**config.mk**
```make
export PLATFORM = sky130hd
export DESIGN_NAME = touch_sample_filter_core_flat
export DESIGN_NICKNAME = d
export VERILOG_FILES = /design/src/rtl/tsf_pkg.sv /design/src/rtl/tsf_in_if.sv /design/src/rtl/tsf_out_if.sv /design/src/rtl/tsf_axis_lane.sv /design/src/rtl/tsf_merge.sv /design/src/rtl/touch_sample_filter_core.sv /design/src/flat_wrapper.sv
export SDC_FILE = /design/constraint.sdc
export NUM_CORES = 1
export LEC_CHECK = 0
export BUFFER_PORTS_ARGS = -buffer_cell sky130_fd_sc_hd__buf_4
export CAP_MARGIN = 20
export CORE_ASPECT_RATIO = 1.2
export CORE_MARGIN = 2
export CORE_UTILIZATION = 50
export DETAILED_ROUTE_END_ITERATION = 12
export PLACE_DENSITY = 0.69
export SYNTH_ARGS = -nofsm -noshare
export SYNTH_HDL_FRONTEND = slang
export SYNTH_HIERARCHICAL = 1
export SYNTH_SLANG_ARGS = --single-unit
export TNS_END_PERCENT = 50
```
**constraint.sdc**
```tcl
create_clock -name clk_i -period 13.49 [get_ports clk_i]
set_input_delay 0.6745 -clock clk_i [delete_from_list [all_inputs] [get_ports clk_i]]
set_output_delay 0.6745 -clock clk_i [all_outputs]
set_load 0.05 [all_outputs]
```
**src/rtl/tsf_pkg.sv**
```systemverilog
`timescale 1ns / 1ps
// ----------------------------------------------------------------------------
// tsf_pkg
// Types and constants shared by the touch sample filter modules.
// ----------------------------------------------------------------------------
package tsf_pkg;

  localparam int unsigned CoordW = 12;
  localparam int unsigned PresW  = 13;
  localparam int unsigned TimeW  = 32;
  localparam int unsigned IntvW  = 16;
  localparam int unsigned OrientW = 2;
  localparam int unsigned CfgIdxW = 2;
  localparam int unsigned CfgDataW = 16;

  localparam logic [CoordW-1:0] FullScale = 12'hFFF;

  localparam logic [OrientW-1:0] OrientResetVal    = 2'd3;
  localparam logic [PresW-1:0]   ThresholdResetVal = 13'd200;
  localparam logic [IntvW-1:0]   IntervalResetVal  = 16'd3;
  localparam logic [TimeW-1:0]   LastTimeResetVal  = 32'h8000_0000;

  // configuration register indexes
  localparam logic [CfgIdxW-1:0] CfgOrientation = 2'd0;
  localparam logic [CfgIdxW-1:0] CfgThreshold   = 2'd1;
  localparam logic [CfgIdxW-1:0] CfgMinInterval = 2'd2;

  // orientation codes
  localparam logic [OrientW-1:0] OrientSwapInvX = 2'd0;
  localparam logic [OrientW-1:0] OrientIdentity = 2'd1;
  localparam logic [OrientW-1:0] OrientSwapInvY = 2'd2;
  localparam logic [OrientW-1:0] OrientInvBoth  = 2'd3;

  typedef struct packed {
    logic [TimeW-1:0]  now_ms;
    logic [CoordW-1:0] pressure_one;
    logic [CoordW-1:0] pressure_two;
    logic [CoordW-1:0] x_first;
    logic [CoordW-1:0] y_first;
    logic [CoordW-1:0] x_second;
    logic [CoordW-1:0] y_second;
    logic [CoordW-1:0] x_third;
    logic [CoordW-1:0] y_third;
  } in_item_t;

  typedef struct packed {
    logic [CoordW-1:0] pos_x;
    logic [CoordW-1:0] pos_y;
    logic [PresW-1:0]  pressure;
    logic              is_touched;
    logic              was_sampled;
  } out_item_t;

  typedef struct packed {
    logic [CoordW-1:0] first;
    logic [CoordW-1:0] second;
    logic [CoordW-1:0] third;
  } axis_samples_t;

endpackage

```
**src/rtl/tsf_in_if.sv**
```systemverilog
`timescale 1ns / 1ps
// ----------------------------------------------------------------------------
// tsf_in_if
// Valid/ready channel carrying one set of touch conversions.
// ----------------------------------------------------------------------------
interface tsf_in_if;
  import tsf_pkg::*;

  logic     valid;
  logic     ready;
  in_item_t data;

  modport source (output valid, output data, input ready);
  modport sink   (input valid, input data, output ready);
endinterface

```
**src/rtl/tsf_out_if.sv**
```systemverilog
`timescale 1ns / 1ps
// ----------------------------------------------------------------------------
// tsf_out_if
// Valid/ready channel carrying one filtered touch result.
// ----------------------------------------------------------------------------
interface tsf_out_if;
  import tsf_pkg::*;

  logic      valid;
  logic      ready;
  out_item_t data;

  modport source (output valid, output data, input ready);
  modport sink   (input valid, input data, output ready);
endinterface

```
**src/rtl/tsf_axis_lane.sv**
```systemverilog
`timescale 1ns / 1ps
// ----------------------------------------------------------------------------
// tsf_axis_lane
// One axis: mean of the closest pair among three samples.
// ----------------------------------------------------------------------------
module tsf_axis_lane (
  input  tsf_pkg::axis_samples_t     samples_i,
  output logic [tsf_pkg::CoordW-1:0] mean_o
);
  import tsf_pkg::*;

  logic [CoordW-1:0] d_ab, d_ac, d_bc;
  logic [CoordW:0]   sum_ab, sum_ac, sum_bc;
  logic              ab_wins, ac_wins;

  always_comb begin
    d_ab = (samples_i.first > samples_i.second) ? samples_i.first - samples_i.second
                                                : samples_i.second - samples_i.first;
    d_ac = (samples_i.first > samples_i.third) ? samples_i.first - samples_i.third
                                               : samples_i.third - samples_i.first;
    d_bc = (samples_i.second > samples_i.third) ? samples_i.second - samples_i.third
                                                : samples_i.third - samples_i.second;
    sum_ab = {1'b0, samples_i.first} + {1'b0, samples_i.second};
    sum_ac = {1'b0, samples_i.first} + {1'b0, samples_i.third};
    sum_bc = {1'b0, samples_i.second} + {1'b0, samples_i.third};
    // ties: first/second beats first/third beats second/third
    ab_wins = (d_ab <= d_ac) && (d_ab <= d_bc);
    ac_wins = (d_ac <= d_bc);
    if (ab_wins) begin
      mean_o = sum_ab[CoordW:1];
    end else if (ac_wins) begin
      mean_o = sum_ac[CoordW:1];
    end else begin
      mean_o = sum_bc[CoordW:1];
    end
  end

endmodule

```
**src/rtl/tsf_merge.sv**
```systemverilog
`timescale 1ns / 1ps
// ----------------------------------------------------------------------------
// tsf_merge
// Interval and pressure checks, rotation of the lane results, held state
// and configuration registers.
// ----------------------------------------------------------------------------
module tsf_merge (
  input  logic                         clk_i,
  input  logic                         rst_ni,
  input  logic                         cfg_we_i,
  input  logic [tsf_pkg::CfgIdxW-1:0]  cfg_idx_i,
  input  logic [tsf_pkg::CfgDataW-1:0] cfg_data_i,
  input  logic                         step_i,
  input  logic [tsf_pkg::TimeW-1:0]    now_ms_i,
  input  logic [tsf_pkg::CoordW-1:0]   z1_i,
  input  logic [tsf_pkg::CoordW-1:0]   z2_i,
  input  logic [tsf_pkg::CoordW-1:0]   mean_x_i,
  input  logic [tsf_pkg::CoordW-1:0]   mean_y_i,
  output tsf_pkg::out_item_t           result_o
);
  import tsf_pkg::*;

  logic [OrientW-1:0] orient_q;
  logic [PresW-1:0]   thresh_q;
  logic [IntvW-1:0]   intv_q;
  logic [CoordW-1:0]  held_x_q, held_x_d;
  logic [CoordW-1:0]  held_y_q, held_y_d;
  logic [PresW-1:0]   held_p_q, held_p_d;
  logic [TimeW-1:0]   last_t_q, last_t_d;

  logic [TimeW-1:0]  elapsed;
  logic              sampled;
  logic [PresW-1:0]  z;
  logic              touch;
  logic [CoordW-1:0] rot_x, rot_y;

  always_comb begin
    elapsed = now_ms_i - last_t_q;
    sampled = elapsed >= {{(TimeW-IntvW){1'b0}}, intv_q};
    // Z1 + 4095 - Z2 stays within 0..8190
    z = {1'b0, z1_i} + {1'b0, FullScale} - {1'b0, z2_i};
    touch = sampled && (z >= thresh_q);

    case (orient_q)
      OrientSwapInvX: begin
        rot_x = ~mean_y_i;
        rot_y = mean_x_i;
      end
      OrientIdentity: begin
        rot_x = mean_x_i;
        rot_y = mean_y_i;
      end
      OrientSwapInvY: begin
        rot_x = mean_y_i;
        rot_y = ~mean_x_i;
      end
      default: begin
        rot_x = ~mean_x_i;
        rot_y = ~mean_y_i;
      end
    endcase

    held_x_d = touch ? rot_x : held_x_q;
    held_y_d = touch ? rot_y : held_y_q;
    last_t_d = touch ? now_ms_i : last_t_q;
    if (touch) begin
      held_p_d = z;
    end else if (sampled) begin
      held_p_d = '0;
    end else begin
      held_p_d = held_p_q;
    end

    result_o.pos_x       = held_x_d;
    result_o.pos_y       = held_y_d;
    result_o.pressure    = held_p_d;
    result_o.is_touched  = held_p_d >= thresh_q;
    result_o.was_sampled = sampled;
  end

  always_ff @(posedge clk_i or negedge rst_ni) begin
    if (!rst_ni) begin
      orient_q <= OrientResetVal;
      thresh_q <= ThresholdResetVal;
      intv_q   <= IntervalResetVal;
      held_x_q <= '0;
      held_y_q <= '0;
      held_p_q <= '0;
      last_t_q <= LastTimeResetVal;
    end else begin
      if (cfg_we_i) begin
        case (cfg_idx_i)
          CfgOrientation: orient_q <= cfg_data_i[OrientW-1:0];
          CfgThreshold:   thresh_q <= cfg_data_i[PresW-1:0];
          CfgMinInterval: intv_q   <= cfg_data_i[IntvW-1:0];
          default: ;
        endcase
      end
      if (step_i) begin
        held_x_q <= held_x_d;
        held_y_q <= held_y_d;
        held_p_q <= held_p_d;
        last_t_q <= last_t_d;
      end
    end
  end

endmodule

```
**src/rtl/touch_sample_filter_core.sv**
```systemverilog
`timescale 1ns / 1ps
// ----------------------------------------------------------------------------
// touch_sample_filter_core
// Resistive touch sample filter: dead-time check, pressure threshold,
// best-two-of-three averaging per axis, screen rotation.
// ----------------------------------------------------------------------------
// One sample set is taken per cycle while input ready is high. Its result is
// registered into the output register, or into the skid register if the output
// is stalled. The whole step (interval compare, pressure add and compare, the
// two axis lanes and the rotation) sits in the single path from the input into
// the held-state registers, so a set depends on the state left by the one
// before it without bubbles. A two-entry output (result register plus skid
// register) keeps input ready high while one result waits; ready drops only
// when both are full. Configuration writes take effect on the next cycle.
module touch_sample_filter_core (
  input  logic                         clk_i,
  input  logic                         rst_ni,
  input  logic                         cfg_we_i,
  input  logic [tsf_pkg::CfgIdxW-1:0]  cfg_idx_i,
  input  logic [tsf_pkg::CfgDataW-1:0] cfg_data_i,
  tsf_in_if.sink                       in_i,
  tsf_out_if.source                    out_o
);
  import tsf_pkg::*;

  axis_samples_t     x_samples, y_samples;
  logic [CoordW-1:0] mean_x, mean_y;
  out_item_t         result;
  logic              accept;

  logic      out_valid_q, skid_valid_q;
  out_item_t out_data_q, skid_data_q;

  assign x_samples = '{first: in_i.data.x_first, second: in_i.data.x_second,
                       third: in_i.data.x_third};
  assign y_samples = '{first: in_i.data.y_first, second: in_i.data.y_second,
                       third: in_i.data.y_third};

  tsf_axis_lane u_lane_x (.samples_i(x_samples), .mean_o(mean_x));
  tsf_axis_lane u_lane_y (.samples_i(y_samples), .mean_o(mean_y));

  assign in_i.ready = !skid_valid_q;
  assign accept     = in_i.valid && in_i.ready;

  tsf_merge u_merge (
    .clk_i      (clk_i),
    .rst_ni     (rst_ni),
    .cfg_we_i   (cfg_we_i),
    .cfg_idx_i  (cfg_idx_i),
    .cfg_data_i (cfg_data_i),
    .step_i     (accept),
    .now_ms_i   (in_i.data.now_ms),
    .z1_i       (in_i.data.pressure_one),
    .z2_i       (in_i.data.pressure_two),
    .mean_x_i   (mean_x),
    .mean_y_i   (mean_y),
    .result_o   (result)
  );

  always_ff @(posedge clk_i or negedge rst_ni) begin
    if (!rst_ni) begin
      out_valid_q  <= 1'b0;
      skid_valid_q <= 1'b0;
    end else begin
      if (!out_valid_q || out_o.ready) begin
        out_valid_q  <= skid_valid_q || accept;
        skid_valid_q <= 1'b0;
      end else if (accept) begin
        skid_valid_q <= 1'b1;
      end
    end
  end

  always_ff @(posedge clk_i) begin
    if (!out_valid_q || out_o.ready) begin
      out_data_q <= skid_valid_q ? skid_data_q : result;
    end else if (accept) begin
      skid_data_q <= result;
    end
  end

  assign out_o.valid = out_valid_q;
  assign out_o.data  = out_data_q;

endmodule

```
**src/flat_wrapper.sv**
```systemverilog
// flat-port wrapper written by rule: the top's interface ports become plain ports
module touch_sample_filter_core_flat import tsf_pkg::*;
  (clk_i, rst_ni, cfg_we_i, cfg_idx_i, cfg_data_i, in_i_valid, in_i_data, in_i_ready, out_o_valid, out_o_data, out_o_ready);
  tsf_in_if in_i_i ();
  tsf_out_if out_o_i ();
  input  logic clk_i;
  input  logic rst_ni;
  input  logic cfg_we_i;
  input  logic [tsf_pkg::CfgIdxW-1:0] cfg_idx_i;
  input  logic [tsf_pkg::CfgDataW-1:0] cfg_data_i;
  input wire logic [$bits(in_i_i.valid)-1:0] in_i_valid;
  input wire logic [$bits(in_i_i.data)-1:0] in_i_data;
  output wire logic [$bits(in_i_i.ready)-1:0] in_i_ready;
  output wire logic [$bits(out_o_i.valid)-1:0] out_o_valid;
  output wire logic [$bits(out_o_i.data)-1:0] out_o_data;
  input wire logic [$bits(out_o_i.ready)-1:0] out_o_ready;
  assign in_i_i.valid = in_i_valid;
  assign in_i_i.data = in_i_data;
  assign in_i_ready = in_i_i.ready;
  assign out_o_valid = out_o_i.valid;
  assign out_o_data = out_o_i.data;
  assign out_o_i.ready = out_o_ready;
  touch_sample_filter_core u_core (.clk_i(clk_i), .rst_ni(rst_ni), .cfg_we_i(cfg_we_i), .cfg_idx_i(cfg_idx_i), .cfg_data_i(cfg_data_i), .in_i(in_i_i), .out_o(out_o_i));
endmodule
```
# [Word level (Yosys, flattened, before mapping)]
# Index checks and enable logic that the tools add are counted.
[totals] latch_bits=0 inputBits=151 memories=0 romBits=0 ff_bits=180 ramBits=0 out_inout_bits=41 word_cells=97
[op_classes] reduce_logical=16 n_addsub=21 n_lt_le_gt_ge=15 n_mux=19 eq_ne=4 shifts=0 bitwise=3 mul=0 div_mod_pow=0
[ops] operator="12-bit two-way mux" count=12
[ops] operator="12-bit subtractor" count=12
[ops] operator="12-bit by 12-bit adder with 13-bit output" count=6
[ops] operator="12-bit greater-than comparator" count=6
[ops] operator="12-bit less-or-equal comparator" count=6
[ops] operator="12-bit case mux with 3 select lines" count=2
[ops] operator="39-bit two-way mux" count=1
[ops] operator="32-bit by 16-bit >= comparator with 1-bit output" count=1
[ops] operator="32-bit subtractor" count=1
[ops] operator="13-bit >= comparator" count=2
[ops] operator="13-bit two-way mux" count=2
[ops] operator="12-bit NOT" count=2
[ops] operator="12-bit by 12-bit adder with 13-bit output (second input constant)" count=1
[ops] operator="13-bit by 12-bit subtractor with 13-bit output" count=1
[ops] operator="2-bit AND reduction" count=5
[ops] operator="2-bit by 1-bit equality test with 1-bit output (second input constant)" count=2
[ops] operator="2-bit equality test (second input constant)" count=2
[ops] operator="1-bit logical AND" count=4
[ops] operator="2-bit logical NOT" count=2
[ops] operator="1-bit logical NOT" count=2
[ops] operator="1-bit logical OR" count=2
[ops] operator="1-bit two-way mux" count=2
[ops] operator="2-bit nonzero test" count=1
[ops] operator="1-bit NOT" count=1

# [Longest topological paths before layout]
[logic_depth] word_depth=9 ltp_mapped=37 ltp_nobuf=36

# [Hierarchy]
# Netlist, hierarchy kept.
[modules_own_cells] module="tsf_merge" area_per_inst_um2=8643.3 cells_each=878 seq_area_each_um2=2512.4 instances=1
[modules_own_cells] module="tsf_axis_lane (u_core.u_lane_x)" area_per_inst_um2=5212.5 cells_each=702 seq_area_each_um2=0.0 instances=1
[modules_own_cells] module="tsf_axis_lane (u_core.u_lane_y)" area_per_inst_um2=4969.8 cells_each=680 seq_area_each_um2=0.0 instances=1
[modules_own_cells] module="touch_sample_filter_core" area_per_inst_um2=3101.7 cells_each=131 seq_area_each_um2=2392.3 instances=1

# [Worst setup path before layout]
# OpenSTA, ideal clock, no wires.
[synth_path] kind="in2reg" from="in in_i_data[24]" to="reg u_core.out_data_q, in the netlist u_core/out_o.data[36], data pin" required_time_ps=13230 slack_ps=5832 t_arrival_ps=7398 setup_ps=260 path_stages=35 path_buffers=2 path_cell_list="inv_1 ha_1 inv_1 fa_1 a21o_1 a311o_1 a31o_2 o21a_1 buf_6 or3_1 o31ai_2 o22ai_2 a221oi_2 xor2_1 ha_1 nand4_1 a311o_1 a31oi_1 clkbuf_1 o21ai_0 fa_1 a21o_1 a21oi_1 o21bai_1 a21oi_1 o21a_1 o21ai_0 or3_1 nand3_1 o21ai_0 nor2_1 a21oi_1 xnor2_1 mux2_4 mux2_2"
[synth_lines] element="from (decl)" line_no="flat_wrapper.sv:12" source="input wire logic [$bits(in_i_i.data)-1:0] in_i_data;"
[synth_lines] element="to (signal assigned)" line_no="touch_sample_filter_core.sv:76" source="out_data_q <= skid_valid_q ? skid_data_q : result;"
[synth_lines] element="to (decl)" line_no="touch_sample_filter_core.sv:32" source="out_item_t out_data_q, skid_data_q;"

==> run_results.csv <==
group,metric,value,unit
floorplanning,initial_core_util,0.504,
global_routing,grt_pass1_wl,96.5,mm
detailed_routing,totalWireLength,61.4,mm
logic_synthesis,ys_ff_latch,180,
placement,placed_cell_area,23700,um2
timing,slew_violations,0,
placement,place_congestion,0.997,
timing,relSlewSlack,0.330,
floorplanning,core_area,43500,um2
detailed_routing,ant_nets,0,
logic_synthesis,ys_warn_count,6,
detailed_routing,wl_per_cell,19.8,um
cells_and_area,layout-drive-gt1-share,0.187,
clock_tree,clock_sinks,180,
logic_synthesis,synth_edf_count,78,
worst_setup_path,max_stage_delay,0.81,ns
global_routing,grt_max_degree,72,
logic_synthesis,syn_inst,2391,
logic_synthesis,synth_nets,2899,
worst_setup_path,worstPathRequired,13.69,ns
clock_tree,clk_path_buf_depth,2,
flow_run,cap_viol_max_count,0,
logic_synthesis,avgSynthCellArea,9.17,um2
pwr,vdd_drop_max,0.110,mV
timing,fmax,119,MHz
clock_tree,postCtsSetupBuffers,0,
worst_setup_path,rr_startpoint,"u_core/u_merge/last_t_q[0]",
logic_synthesis,syn_area,21900,um2
worst_setup_path,start_kind,"input pin",
logic_synthesis,ys_seq_area_frac,0.224,
pwr,p_per_area,188,nW/um2
floorplanning,die_x,195,um
pwr,p_leak,0.0115,uW
worst_setup_path,crit_type,"input pin to flop",
clock_tree,cts_tree,"built",
detailed_routing,drc_errors,0,
worst_setup_path,cp_max_fo,22,
timing,hold_viol,0,
worst_setup_path,critPathMostFrequentCell,"a21oi_1",
timing,holdWs,0.176,ns
timing,fin_crit_sh,0.620,
clock_tree,htreeDepth,4,
cells_and_area,instances_no_fill,3103,
placement,io_buffers,191,
cells_and_area,fin_nets,3039,
worst_setup_path,crit_arrival,8.57,ns
logic_synthesis,ys_async_sr_fraction,0.567,
detailed_routing,drtIter0Drc,1172,
timing,fin_skew,0.00999,ns
cells_and_area,seqCellArea,4910,um2
timing,rsz0062_at_grt,"no",
global_routing,track_usage,0.266,
global_routing,overflow,0,
global_routing,antenna_found_initial,0,
logic_synthesis,synth_area_leaders,"ha_1 (19%), dfrtp_1 (11%), edfxtp_1 (11%), mux2_4 (6.0%), mux2_2 (5.1%)",
floorplanning,rows,84,
floorplanning,die_height,233,um
floorplanning,die_area,45600,um2
hold_path,min_path_type,"input pin to asynchronous set/reset pin",
clock_tree,insertion_delay,0.45,ns
worst_setup_path,setup.worst_path.start,"in_i_data[60]",
timing,worstMarginPinSlew,1.00,ns
logic_synthesis,synth_area_leader_cell,"ha_1",
logic_synthesis,ys_types,98,
detailed_routing,num_vias,18300,
timing,setup_tns,0,ns
cells_and_area,fill_cells,3980,
timing,setup_viol,0,
clock_tree,path_clk_slew,0.07,ns
placement,dp_hpwl,50.3,mm
global_routing,grt_pass1_vias,18200,
floorplanning,io_pins,192,
clock_tree,cts_root_buf,"clkbuf_16",
clock_tree,cts_resized,0,
detailed_routing,via_per_inst,5.90,
placement,dp_cells,3070,
worst_setup_path,critPathCaptureType,"flop",
clock_tree,ctsHoldBuffers,0,
logic_synthesis,synthFlopType,"dfrtp_1",
logic_synthesis,synth.top_cell.area_share,0.193,
cells_and_area,area_growth_syn_to_layout,10.8,%
status,status,"complete, no violations",
detailed_routing,drtPass1Iterations,5,
cells_and_area,num_antenna_cells,0,
timing,period_minus_slack,8.37,ns
worst_setup_path,cp_slowest_cell,"o31a_1",
cells_and_area,design_area,24300,um2
clock_tree,cts_inserted_buffers,17,
cells_and_area,multi_input_comb_area,15600,um2
==> critical path, delay by kind of cell <==
family	cells	cell delay (ns)
adder cells (fa/ha/maj)	4	1.38
AND/OR/NAND/NOR	4	0.62
AO/OA/AOI/OAI	18	4.13
buffers and inverters	4	0.56
XOR/XNOR	2	0.21
multiplexers	3	0.95
==> cell usage in the layout (no fill, tap or decap), types with 22 or more instances in the layout <==
cell type,n
o21ai_0,130
nand2_1,113
buf_4,206
a21o_1,68
a21oi_1,206
nor2b_1,39
ha_1,339
nand2b_1,25
o21a_1,22
xor2_1,46
mux2_4,88
o21bai_1,37
xnor2_1,109
nor3_1,46
dfrtp_1,93
nand3_1,29
mux2_2,100
nand4_1,46
nor2_1,119
inv_1,240
mux2i_1,58
edfxtp_1,78
==> final timing paths <==
path                       slack (ns)                           to  depth (start not counted)
min reg2reg                      0.50   u_core/u_merge/held_p_q[2]                          1
max                              5.12        u_core/out_o.data[36]                         35
max in group asynchronous       12.02  u_core/u_merge/last_t_q[30]                          2
min in group clk_i               0.44           u_core/out_o.valid                          3
min                              0.18   u_core/u_merge/held_p_q[9]                          1
max reg2reg                      6.32         u_core/out_o.data[1]                         32
==> routing by layer <==
layer | GRT usage | vias up | part of all wire
li1 | - | 8885 | -
met1 | 0.331 | 8794 | 0.43
met2 | 0.476 | 523 | 0.49
met3 | 0.0227 | 120 | 0.042
met4 | 0.104 | 0 | 0.036
met5 | 0 | - | 0
==> per-stage QoR <==
stage / worst slack (ns) / util / power, uW
final: 5.12 / 0.558 / 4570
after global placement: 4.25 / 0.544 / 3950
after CTS: 4.64 / 0.558 / 4560
after detailed placement: 4.17 / 0.544 / 4030
after global routing: 4.44 / 0.558 / 4920
after floorplan: 5.83 / - / 3270
==> cell usage after synthesis (9+ instances only) <==
cell type and instances:
xnor2_1 109, nand2b_1 26, nor3_1 46, a31oi_1 18, a221oi_1 9, xor2_1 46, and4_1 11, mux2_4 88
clkbuf_1 35, a21o_1 68, o21bai_1 37, and3_1 17, inv_1 240, a211oi_1 16, ha_1 339, buf_2 27
fa_1 18, o21a_1 22, nand4_1 46, o21ai_0 130, dfrtp_1 94, nand2_1 113, a21oi_1 206, nor2b_1 40
edfxtp_1 78, nand3_1 29, mux2_2 100, o211ai_1 12, mux2i_1 58, buf_6 10, or3_1 20, nor2_1 119
and2_1 9
==> kinds of logic after synthesis <==
family,Yosys count,share of synthesized area
compound gates,613,0.180
simple gates,514,0.122
fa+ha+maj,357,0.210
buf+inv,326,0.0645
mux,246,0.138
flops,180,0.224
xor+xnor,155,0.0619
==> report_power, final <==
part	leakage [uW]	total (uW)	internal (uW)	switching, uW
clock	0.000301	503	267	236
sequential	0.00197	925	817	108
combinational	0.00924	3140	1380	1760
==> cell type report <==
class,instances,share of cell area
inverters,241,0.0372
flip-flops and latches,180,0.202
repair buffers,206,0.0637
well taps,559,0.0288
clock inverters,13,0.00541
clock buffers,19,0.0196
multi-input cells,1885,0.643
==> registers in the layout, summed over array words and instances (netlist names) <==
register,count
u_core/u_merge/last_t_q,32
u_core/u_merge/held_p_q,13
u_core/u_merge/orient_q,2
u_core/out_o.data,39
u_core/u_merge/held_x_q,12
u_core/out_o.valid,1
u_core/u_merge/held_y_q,12
u_core/skid_data_q,39
u_core/u_merge/thresh_q,13
u_core/skid_valid_q,1
u_core/u_merge/intv_q,16
No activity file was read; power rests on OpenSTA's default activity.
